===== src/rtl/edr_pkg.sv =====
// Shared types and constants of the extended real divider.
// No dependencies; the other rtl files but edr_checker refer to it by scoped names.
`timescale 1ns / 1ps
package edr_pkg;

  localparam int MantBits = 64;
  localparam int ExpBits  = 17;
  localparam int CntBits  = 6;
  localparam logic [ExpBits-1:0] ExpBias = 17'd16383;
  localparam logic [ExpBits-1:0] ExpMax  = 17'h07fff;

  typedef enum logic [1:0] {
    JOB_DIVZ,
    JOB_UNDER,
    JOB_NORMAL
  } job_kind_t;

  typedef struct packed {
    job_kind_t             kind;
    logic                  sign;
    logic [ExpBits-1:0]    exp;
    logic [MantBits-1:0]   dividend;
    logic [MantBits-1:0]   divisor;
  } job_t;

  typedef struct packed {
    logic                  written;
    logic [15:0]           sign_exp;
    logic [MantBits-1:0]   mantissa;
    logic                  zero_divide;
    logic                  underflow;
    logic                  denormal;
    logic                  overflow;
  } result_t;

  typedef enum logic [2:0] {
    BK_IDLE,
    BK_NORM_D,
    BK_DIV,
    BK_NORM_Q,
    BK_DONE
  } back_state_t;

endpackage


===== src/rtl/extended_real_divider.sv =====
// Top level of the 80-bit extended real divider (truncating quotient).
// Depends on edr_pkg, edr_front, edr_queue and edr_back.
//
//   channel | direction | handshake           | payload
//   in_     | input     | in_valid/in_ready   | two sign/exponent words, two mantissas
//   out_    | output    | out_valid/out_ready | written bit, sign/exponent, mantissa, flags
//
// Steps: a normal item is dequeued, its divisor is shifted left past its leading
// zeros, the restoring divide yields one quotient bit per cycle and the quotient
// is normalized; then its result is held until its transfer. Zero-divide and
// underflow items finish in the dequeue cycle. The shared divide loop sets the
// rate.
// Reset (rst_n low, synchronous) empties the queue and idles the back end.
// A stalled output stalls only the back end; the front keeps taking items
// until the two-entry queue fills.
`timescale 1ns / 1ps
module extended_real_divider (
  input  logic        clk,
  input  logic        rst_n,
  input  logic        in_valid,
  output logic        in_ready,
  input  logic [15:0] in_dividend_sign_exp,
  input  logic [63:0] in_dividend_mantissa,
  input  logic [15:0] in_divisor_sign_exp,
  input  logic [63:0] in_divisor_mantissa,
  output logic        out_valid,
  input  logic        out_ready,
  output logic        out_result_written,
  output logic [15:0] out_result_sign_exp,
  output logic [63:0] out_result_mantissa,
  output logic        out_zero_divide_flag,
  output logic        out_underflow_flag,
  output logic        out_denormal_flag,
  output logic        out_overflow_flag
);

  edr_pkg::job_t    front_job;
  edr_pkg::job_t    head_job;
  edr_pkg::result_t res;
  logic             q_full;
  logic             q_not_empty;
  logic             q_pop;

  // Classify the incoming pair as it arrives.
  edr_front u_front (
    .dividend_sign_exp (in_dividend_sign_exp),
    .dividend_mantissa (in_dividend_mantissa),
    .divisor_sign_exp  (in_divisor_sign_exp),
    .divisor_mantissa  (in_divisor_mantissa),
    .job               (front_job)
  );

  // Hold accepted jobs until the back end is free.
  assign in_ready = !q_full;

  edr_queue u_queue (
    .clk       (clk),
    .rst_n     (rst_n),
    .push      (in_valid && in_ready),
    .push_job  (front_job),
    .full      (q_full),
    .pop       (q_pop),
    .not_empty (q_not_empty),
    .head_job  (head_job)
  );

  // Carry out the divide and hold the result for transfer.
  edr_back u_back (
    .clk       (clk),
    .rst_n     (rst_n),
    .job_valid (q_not_empty),
    .job       (head_job),
    .job_pop   (q_pop),
    .res_valid (out_valid),
    .res_ready (out_ready),
    .res       (res)
  );

  assign out_result_written   = res.written;
  assign out_result_sign_exp  = res.sign_exp;
  assign out_result_mantissa  = res.mantissa;
  assign out_zero_divide_flag = res.zero_divide;
  assign out_underflow_flag   = res.underflow;
  assign out_denormal_flag    = res.denormal;
  assign out_overflow_flag    = res.overflow;

endmodule


===== src/rtl/edr_front.sv =====
// Front end: classifies an incoming operand pair into a job record.
// Depends on edr_pkg.
`timescale 1ns / 1ps
module edr_front (
  input  logic [15:0]           dividend_sign_exp,
  input  logic [63:0]           dividend_mantissa,
  input  logic [15:0]           divisor_sign_exp,
  input  logic [63:0]           divisor_mantissa,
  output edr_pkg::job_t         job
);

  logic [edr_pkg::ExpBits-1:0] raw_exp;

  // Bit 16 set means the raw biased exponent went negative.
  assign raw_exp = {2'b00, dividend_sign_exp[14:0]} - {2'b00, divisor_sign_exp[14:0]}
                   + edr_pkg::ExpBias;

  always_comb begin
    job.sign     = dividend_sign_exp[15] ^ divisor_sign_exp[15];
    job.exp      = raw_exp;
    job.dividend = dividend_mantissa;
    job.divisor  = divisor_mantissa;
    if (divisor_mantissa == 64'd0) begin
      job.kind = edr_pkg::JOB_DIVZ;
    end else if (raw_exp[edr_pkg::ExpBits-1]) begin
      job.kind = edr_pkg::JOB_UNDER;
    end else begin
      job.kind = edr_pkg::JOB_NORMAL;
    end
  end

endmodule


===== src/rtl/edr_queue.sv =====
// Two-entry job queue between front and back end.
// Depends on edr_pkg.
`timescale 1ns / 1ps
module edr_queue (
  input  logic           clk,
  input  logic           rst_n,
  input  logic           push,
  input  edr_pkg::job_t  push_job,
  output logic           full,
  input  logic           pop,
  output logic           not_empty,
  output edr_pkg::job_t  head_job
);

  edr_pkg::job_t mem_r [2];
  logic       wr_ptr_r, wr_ptr_nxt;
  logic       rd_ptr_r, rd_ptr_nxt;
  logic [1:0] count_r, count_nxt;

  assign full      = (count_r == 2'd2);
  assign not_empty = (count_r != 2'd0);
  assign head_job  = mem_r[rd_ptr_r];

  always_comb begin
    wr_ptr_nxt = wr_ptr_r ^ push;
    rd_ptr_nxt = rd_ptr_r ^ pop;
    count_nxt  = count_r + {1'b0, push} - {1'b0, pop};
  end

  always_ff @(posedge clk) begin
    if (!rst_n) begin
      wr_ptr_r <= 1'b0;
      rd_ptr_r <= 1'b0;
      count_r  <= 2'd0;
    end else begin
      wr_ptr_r <= wr_ptr_nxt;
      rd_ptr_r <= rd_ptr_nxt;
      count_r  <= count_nxt;
    end
  end

  always_ff @(posedge clk) begin
    if (push) begin
      mem_r[wr_ptr_r] <= push_job;
    end
  end

endmodule


===== src/rtl/edr_back.sv =====
// Back end: divisor normalize, 64-step restoring divide, quotient normalize.
// Depends on edr_pkg.
`timescale 1ns / 1ps
module edr_back (
  input  logic             clk,
  input  logic             rst_n,
  input  logic             job_valid,
  input  edr_pkg::job_t    job,
  output logic             job_pop,
  output logic             res_valid,
  input  logic             res_ready,
  output edr_pkg::result_t res
);

  edr_pkg::back_state_t          state_r, state_nxt;
  logic                          sign_r, sign_nxt;
  logic [edr_pkg::ExpBits-1:0]   exp_r, exp_nxt;
  logic [63:0]                   div_r, div_nxt;
  logic [64:0]                   rem_r, rem_nxt;
  logic [63:0]                   quo_r, quo_nxt;
  logic [edr_pkg::CntBits-1:0]   cnt_r, cnt_nxt;
  edr_pkg::result_t              res_r, res_nxt;
  logic                          ge;
  logic [64:0]                   rem_sub;

  assign res_valid = (state_r == edr_pkg::BK_DONE);
  assign res       = res_r;
  assign ge        = (rem_r >= {1'b0, div_r});
  assign rem_sub   = ge ? (rem_r - {1'b0, div_r}) : rem_r;

  always_comb begin
    state_nxt = state_r;
    sign_nxt  = sign_r;
    exp_nxt   = exp_r;
    div_nxt   = div_r;
    rem_nxt   = rem_r;
    quo_nxt   = quo_r;
    cnt_nxt   = cnt_r;
    res_nxt   = res_r;
    job_pop   = 1'b0;
    unique case (state_r)
      edr_pkg::BK_IDLE: begin
        if (job_valid) begin
          job_pop  = 1'b1;
          sign_nxt = job.sign;
          exp_nxt  = job.exp;
          div_nxt  = job.divisor;
          rem_nxt  = {1'b0, job.dividend};
          res_nxt  = '0;
          unique case (job.kind)
            edr_pkg::JOB_DIVZ: begin
              res_nxt.zero_divide = 1'b1;
              state_nxt = edr_pkg::BK_DONE;
            end
            edr_pkg::JOB_UNDER: begin
              res_nxt.written   = 1'b1;
              res_nxt.sign_exp  = {job.sign, 15'd0};
              res_nxt.underflow = 1'b1;
              state_nxt = edr_pkg::BK_DONE;
            end
            default: state_nxt = edr_pkg::BK_NORM_D;
          endcase
        end
      end
      edr_pkg::BK_NORM_D: begin
        // Shift one place per cycle until the integer bit is set.
        if (div_r[63]) begin
          cnt_nxt   = '0;
          quo_nxt   = '0;
          state_nxt = edr_pkg::BK_DIV;
        end else begin
          div_nxt = {div_r[62:0], 1'b0};
          exp_nxt = exp_r + 1'b1;
        end
      end
      edr_pkg::BK_DIV: begin
        // Remainder stays below the divisor after the subtract, so it fits 64 bits.
        quo_nxt = {quo_r[62:0], ge};
        rem_nxt = {rem_sub[63:0], 1'b0};
        cnt_nxt = cnt_r + 1'b1;
        if (cnt_r == {edr_pkg::CntBits{1'b1}}) begin
          state_nxt = edr_pkg::BK_NORM_Q;
        end
      end
      edr_pkg::BK_NORM_Q: begin
        if (quo_r != 64'd0 && exp_r != '0 && !quo_r[63]) begin
          exp_nxt = exp_r - 1'b1;
          quo_nxt = {quo_r[62:0], 1'b0};
        end else begin
          res_nxt = '0;
          if (quo_r == 64'd0) begin
            res_nxt.written  = 1'b1;
            res_nxt.sign_exp = {sign_r, 15'd0};
          end else if (exp_r > edr_pkg::ExpMax) begin
            res_nxt.overflow = 1'b1;
            res_nxt.denormal = !quo_r[63];
          end else begin
            res_nxt.written  = 1'b1;
            res_nxt.sign_exp = {sign_r, exp_r[14:0]};
            res_nxt.mantissa = quo_r;
            res_nxt.denormal = !quo_r[63];
          end
          state_nxt = edr_pkg::BK_DONE;
        end
      end
      edr_pkg::BK_DONE: begin
        if (res_ready) begin
          state_nxt = edr_pkg::BK_IDLE;
        end
      end
      default: state_nxt = edr_pkg::BK_IDLE;
    endcase
  end

  always_ff @(posedge clk) begin
    if (!rst_n) begin
      state_r <= edr_pkg::BK_IDLE;
    end else begin
      state_r <= state_nxt;
    end
  end

  always_ff @(posedge clk) begin
    sign_r <= sign_nxt;
    exp_r  <= exp_nxt;
    div_r  <= div_nxt;
    rem_r  <= rem_nxt;
    quo_r  <= quo_nxt;
    cnt_r  <= cnt_nxt;
    res_r  <= res_nxt;
  end

endmodule


===== config.mk =====
export PLATFORM = sky130hd
export DESIGN_NAME = extended_real_divider
export DESIGN_NICKNAME = d
export VERILOG_FILES = /design/src/rtl/edr_pkg.sv /design/src/rtl/extended_real_divider.sv /design/src/rtl/edr_front.sv /design/src/rtl/edr_queue.sv /design/src/rtl/edr_back.sv
export SDC_FILE = /design/constraint.sdc
export NUM_CORES = 1
export LEC_CHECK = 0
export ABC_AREA = 1
export ABC_CLOCK_PERIOD_IN_PS = 6550
export BUFFER_PORTS_ARGS = -buffer_cell sky130_fd_sc_hd__buf_2
export CAP_MARGIN = 20
export CELL_PAD_IN_SITES_DETAIL_PLACEMENT = 0
export CELL_PAD_IN_SITES_GLOBAL_PLACEMENT = 1
export CORE_MARGIN = 2
export CORE_UTILIZATION = 47
export DETAILED_ROUTE_END_ITERATION = 8
export PLACE_DENSITY = 0.88
export RECOVER_POWER = 100
export SLEW_MARGIN = 10
export SYNTH_ARGS = -nofsm -noshare
export SYNTH_HDL_FRONTEND = slang
export SYNTH_SLANG_ARGS = --single-unit

===== constraint.sdc =====
create_clock -name clk -period 6.55 [get_ports clk]
set_clock_uncertainty 0.05 [all_clocks]
set_input_delay 0.9825 -clock clk [delete_from_list [all_inputs] [get_ports clk]]
set_output_delay 0.9825 -clock clk [all_outputs]
set_load 0.02 [all_outputs]

==> results.ini <==
[run_status]
run_status=finished, violations left
violations=capacitance limit, slew limit

[timing]
holdWs_ns=0.4160
report.final.slew_viol_count=542
fin_crit_sh_pct=73.78
final_period_minus_worst_setup_slack_ns=4.833
timing.setup.tns_ns=0
unrepaired_setup_endpoints_after_global_routing=no
tightestPinTransition_ns=4.163
final-hold-violation-count=0
worst_slew_slack_as_a_fraction_of_its_limit_pct=-177.5
highest_clock_frequency_the_design_can_meet_mhz=206.9
setup_ws_ns=1.717
setup_viol=0

[clocking]
cts_made_buffers=69
number_of_buffers_on_the_longest_clock_path=3
cts_resized=0
cts_tree=built
clock_latency_ns=0.63
cts.root.buffer_cell=clkbuf_16
htree_levels=3
cts_setup_buffers=0
cts.hold.buffers_added=0
numClockSinks=606
worst_setup_hold_path_clk_slew_ns=0.06

[placement]
place_worst_setup_slack_ns=2.853
numPortBuffers=250
final_wtd_congestion=0.9715
detailedPlacementHpwl_mm=61.99
placement.cell_area_sq_mm=0.03413

[setup_path]
worst_setup_path_start_kind=register
reg2regPathDepth=13
crit_top_cell=nand2_1
cp_data_arrival_time_ns=5.26
timing.rr.end=u_back.rem_r[62]$_DFFE_PP_
r2r_slack_ns=1.72
cp_slowest_cell=nand2_1
critical_path.max_stage_delay_ns=1.16
critical_path_required_ns=6.98
critical_path.max_fanout=42
crit_start=u_back.rem_r[21]$_DFFE_PP_
critPathCaptureType=register
critical_path_buf_inv_count=0
critical_path_class=register to register
timing.rr.start=u_back.rem_r[21]$_DFFE_PP_
critical_path_cell_sequence=ha_1 -> nand2_1 -> nor2_1 -> nand2_1 -> nor2_2 -> and2_0 -> nor3b_1 -> nor2_4 -> nand2_1 -> nand2_1 -> nand2_1 -> nand2_1 -> nand2_1
path_delay_family=simple AND/OR/NAND/NOR gates

[power_and_ir_drop]
power_report.internal_total_w=0.01163
share_seq_of_total_power_pct=32.1
switching_share_pct=45.22
static-leakage-power_nw=15.99
switching_power_w=0.009598
p_clk_share_pct=18.6
max-vdd-ir-drop_uv=377.3
power.share.combinational_pct=49.3
power_density_mw_per_mm2=587.1

[yosys]
postSynth.topFlopCell=edfxtp_1
synth.mux.area_fraction_pct=0
post-synth-top-count-cell=nand2_1
yosysSeqAreaShare_pct=56.63
synth_top_family_by_area=simple AND/OR/NAND/NOR gates
postSynthNetCount=3850
yosys.area_share.simple_pct=25.01
synth_compound_area_share_pct=4.881
synth_adder_area_share_pct=4.098
count_of_flip_flops_with_a_built_in_enable_after_synthesis=598
mappedNetlistArea_sq_mm=0.03199
synth_largest_type_area_fraction_pct=56.13
synth_cells=3583
top_cells_by_area_in_the_synthesized_netlist=edfxtp_1 (56%), nand2_1 (13%), inv_1 (6.1%), nor2_1 (5.4%), ha_1 (3.9%)
flop_and_latch_count_out_of_synthesis=606
synthXorXnorAreaFrac_pct=1.639
postSynth.asyncResetShare_pct=0
syn_area_per_cell_sq_um=8.930
post_synth_num_cell_types=46
synth_top_cell_by_area=edfxtp_1
synth.cells.most_frequent=nand2_1 (1122), edfxtp_1 (598), inv_1 (518), nor2_1 (463), nand3_1 (164)
ys.warnings.count=0

[die]
initial_utilization_pct=47.56
floorplan.die.width_um=264.9
fp.dieH_um=264.9
design.core.area_sq_mm=0.06728
floorplan.die_area_sq_mm=0.07018
row_count=95
top_level_ports=251

[routing]
detail_route.vias_per_cell=5.185
initial_drt_markers=2102
detailedRoute.firstPassIterationCount=5
detail_route.wirelength_mm=85.80
detail_route.drc_violations=0
drt.antenna.violating_nets=0
detail_route.wl_per_cell_um=18.00
number_of_vias_after_detailed_routing=24720

[hold_path]
hold-path-cell-count=1
hold_start=u_queue.rd_ptr_r$_SDFF_PN0_
worst_hold_path_type=register to register

[layout]
filler_cell_count=6217
final_cell_area_sq_mm=0.03616
synthToLayoutAreaGrowth_pct=13.01
drive_gt1_share_pct=6.229
design.final.nets=4097

[grt]
antenna_found_initial=16
global_route_wire_length_before_repair_mm=131.5
grt_remaining_overflow=0
grt_start_max_net_pins=149
grt_pass1_vias=23630
track_usage_pct=24.24

[run]
drv_cap=10

[worst max path at each step]
| stage | endpoint | slack (ns) | depth (start not counted) |
|---|---|---|---|
| floorplan | u_back.res[0]$_SDFFCE_PP0P_ | 0.66 | 9 |
| global placement | u_back.exp_r[9]$_DFFE_PP_ | 2.94 | 13 |
| detailed placement | u_back.exp_r[9]$_DFFE_PP_ | 2.85 | 13 |
| CTS | u_back.exp_r[9]$_DFFE_PP_ | 2.81 | 13 |
| global route | u_back.res[50]$_SDFFCE_PP0P_ | 1.28 | 9 |
| finish | u_back.rem_r[62]$_DFFE_PP_ | 1.72 | 13 |
[power by group through the flow]
stage                     combinational (W)  sequential [W]  clock, W
after global routing                 0.0116         0.00695   0.00414
after global placement               0.0104         0.00679         0
final                                0.0105         0.00682   0.00394
after floorplan                     0.00694         0.00714         0
after detailed placement             0.0104         0.00682         0
after CTS                            0.0105         0.00676   0.00400
[cells in the final DEF, fill, tap and decap left out, types with 6 or more instances in the layout]
cell type	synthesis	final
nand4_1	37	37
o21bai_1	14	14
a21oi_1	96	94
o21ai_0	59	59
buf_2	13	75
nand3_1	164	164
clkinv_1	0	15
edfxtp_1	598	598
buf_4	1	12
nor3_1	23	24
xnor2_1	40	40
nor4_1	21	21
clkbuf_1	65	190
nand2_1	1122	1122
nor2_2	9	7
o22ai_1	8	8
nand3b_1	58	58
dfxtp_1	8	8
clkbuf_16	0	70
xor2_1	18	18
ha_1	100	100
clkinv_2	0	9
diode_2	0	9
nand2_2	8	9
o32ai_1	61	61
inv_2	21	16
nor2_1	463	464
bufinv_16	0	9
inv_1	518	520
or2_2	6	6
[flip-flops by register name (all words and copies together), names as in the netlist, 2 cells and up, named ones only]
name,cells
u_queue.mem_r,296
u_back.res,85
u_back.rem_r,65
u_back.div_r,64
u_back.quo_r,64
u_back.exp_r,17
u_back.cnt_r,6
u_back.state_r,3
u_queue.count_r,2
[through the flow]
| stage | util (%) | cells | total power [W] |
|---|---|---|---|
| 6_report | 53.74 | 4767 | 0.02123 |
| 5_1_grt | 53.74 | 4767 | 0.02273 |
| 4_1_cts | 54.18 | 4758 | 0.02125 |
| 3_5_place_dp | 50.73 | 4632 | 0.01725 |
| 3_3_place_gp | 50.73 | 4632 | 0.01718 |
| 2_1_floorplan | - | 3583 | 0.01407 |
[cell families (layout without fill, tap and decap cells)]
kind of cell,after synthesis,in the layout
AND/OR/NAND/NOR,1931,1931
buffers and inverters,633,935
flip-flops,606,606
AO/OA/AOI/OAI,251,251
adder cells (fa/ha/maj),103,103
XOR/XNOR,59,59
other,0,9
[cell type report]
class | instances | area [sq um] | share of cell area, %
diodes | 9 | 22.52 | 0.06229
clock buffers | 82 | 1797 | 4.969
clock inverters | 44 | 520.5 | 1.440
inverters | 539 | 2026 | 5.602
multi-input cells | 2344 | 11410 | 31.55
flip-flops and latches | 606 | 18120 | 50.11
well taps | 873 | 1092 | 3.021
repair buffers | 270 | 1174 | 3.246
[layer usage]
metal | up-vias | track usage, % | wire (um)
met5 | - | 0 | 42
li1 | 12230 | - | -
met3 | 153 | 3.734 | 5137
met4 | 8 | 7.284 | 2277
met1 | 11620 | 33.29 | 37630
met2 | 711 | 39.86 | 40710
[worst register-to-register path, delay by kind of cell, from the launching register on]
| kind | cells | cell delay (ns) |
|---|---|---|
| simple gates | 12 | 3.91 |
| flops | 1 | 0.39 |
| fa+ha+maj | 1 | 0.37 |
No activity file was read; power rests on OpenSTA's default activity.
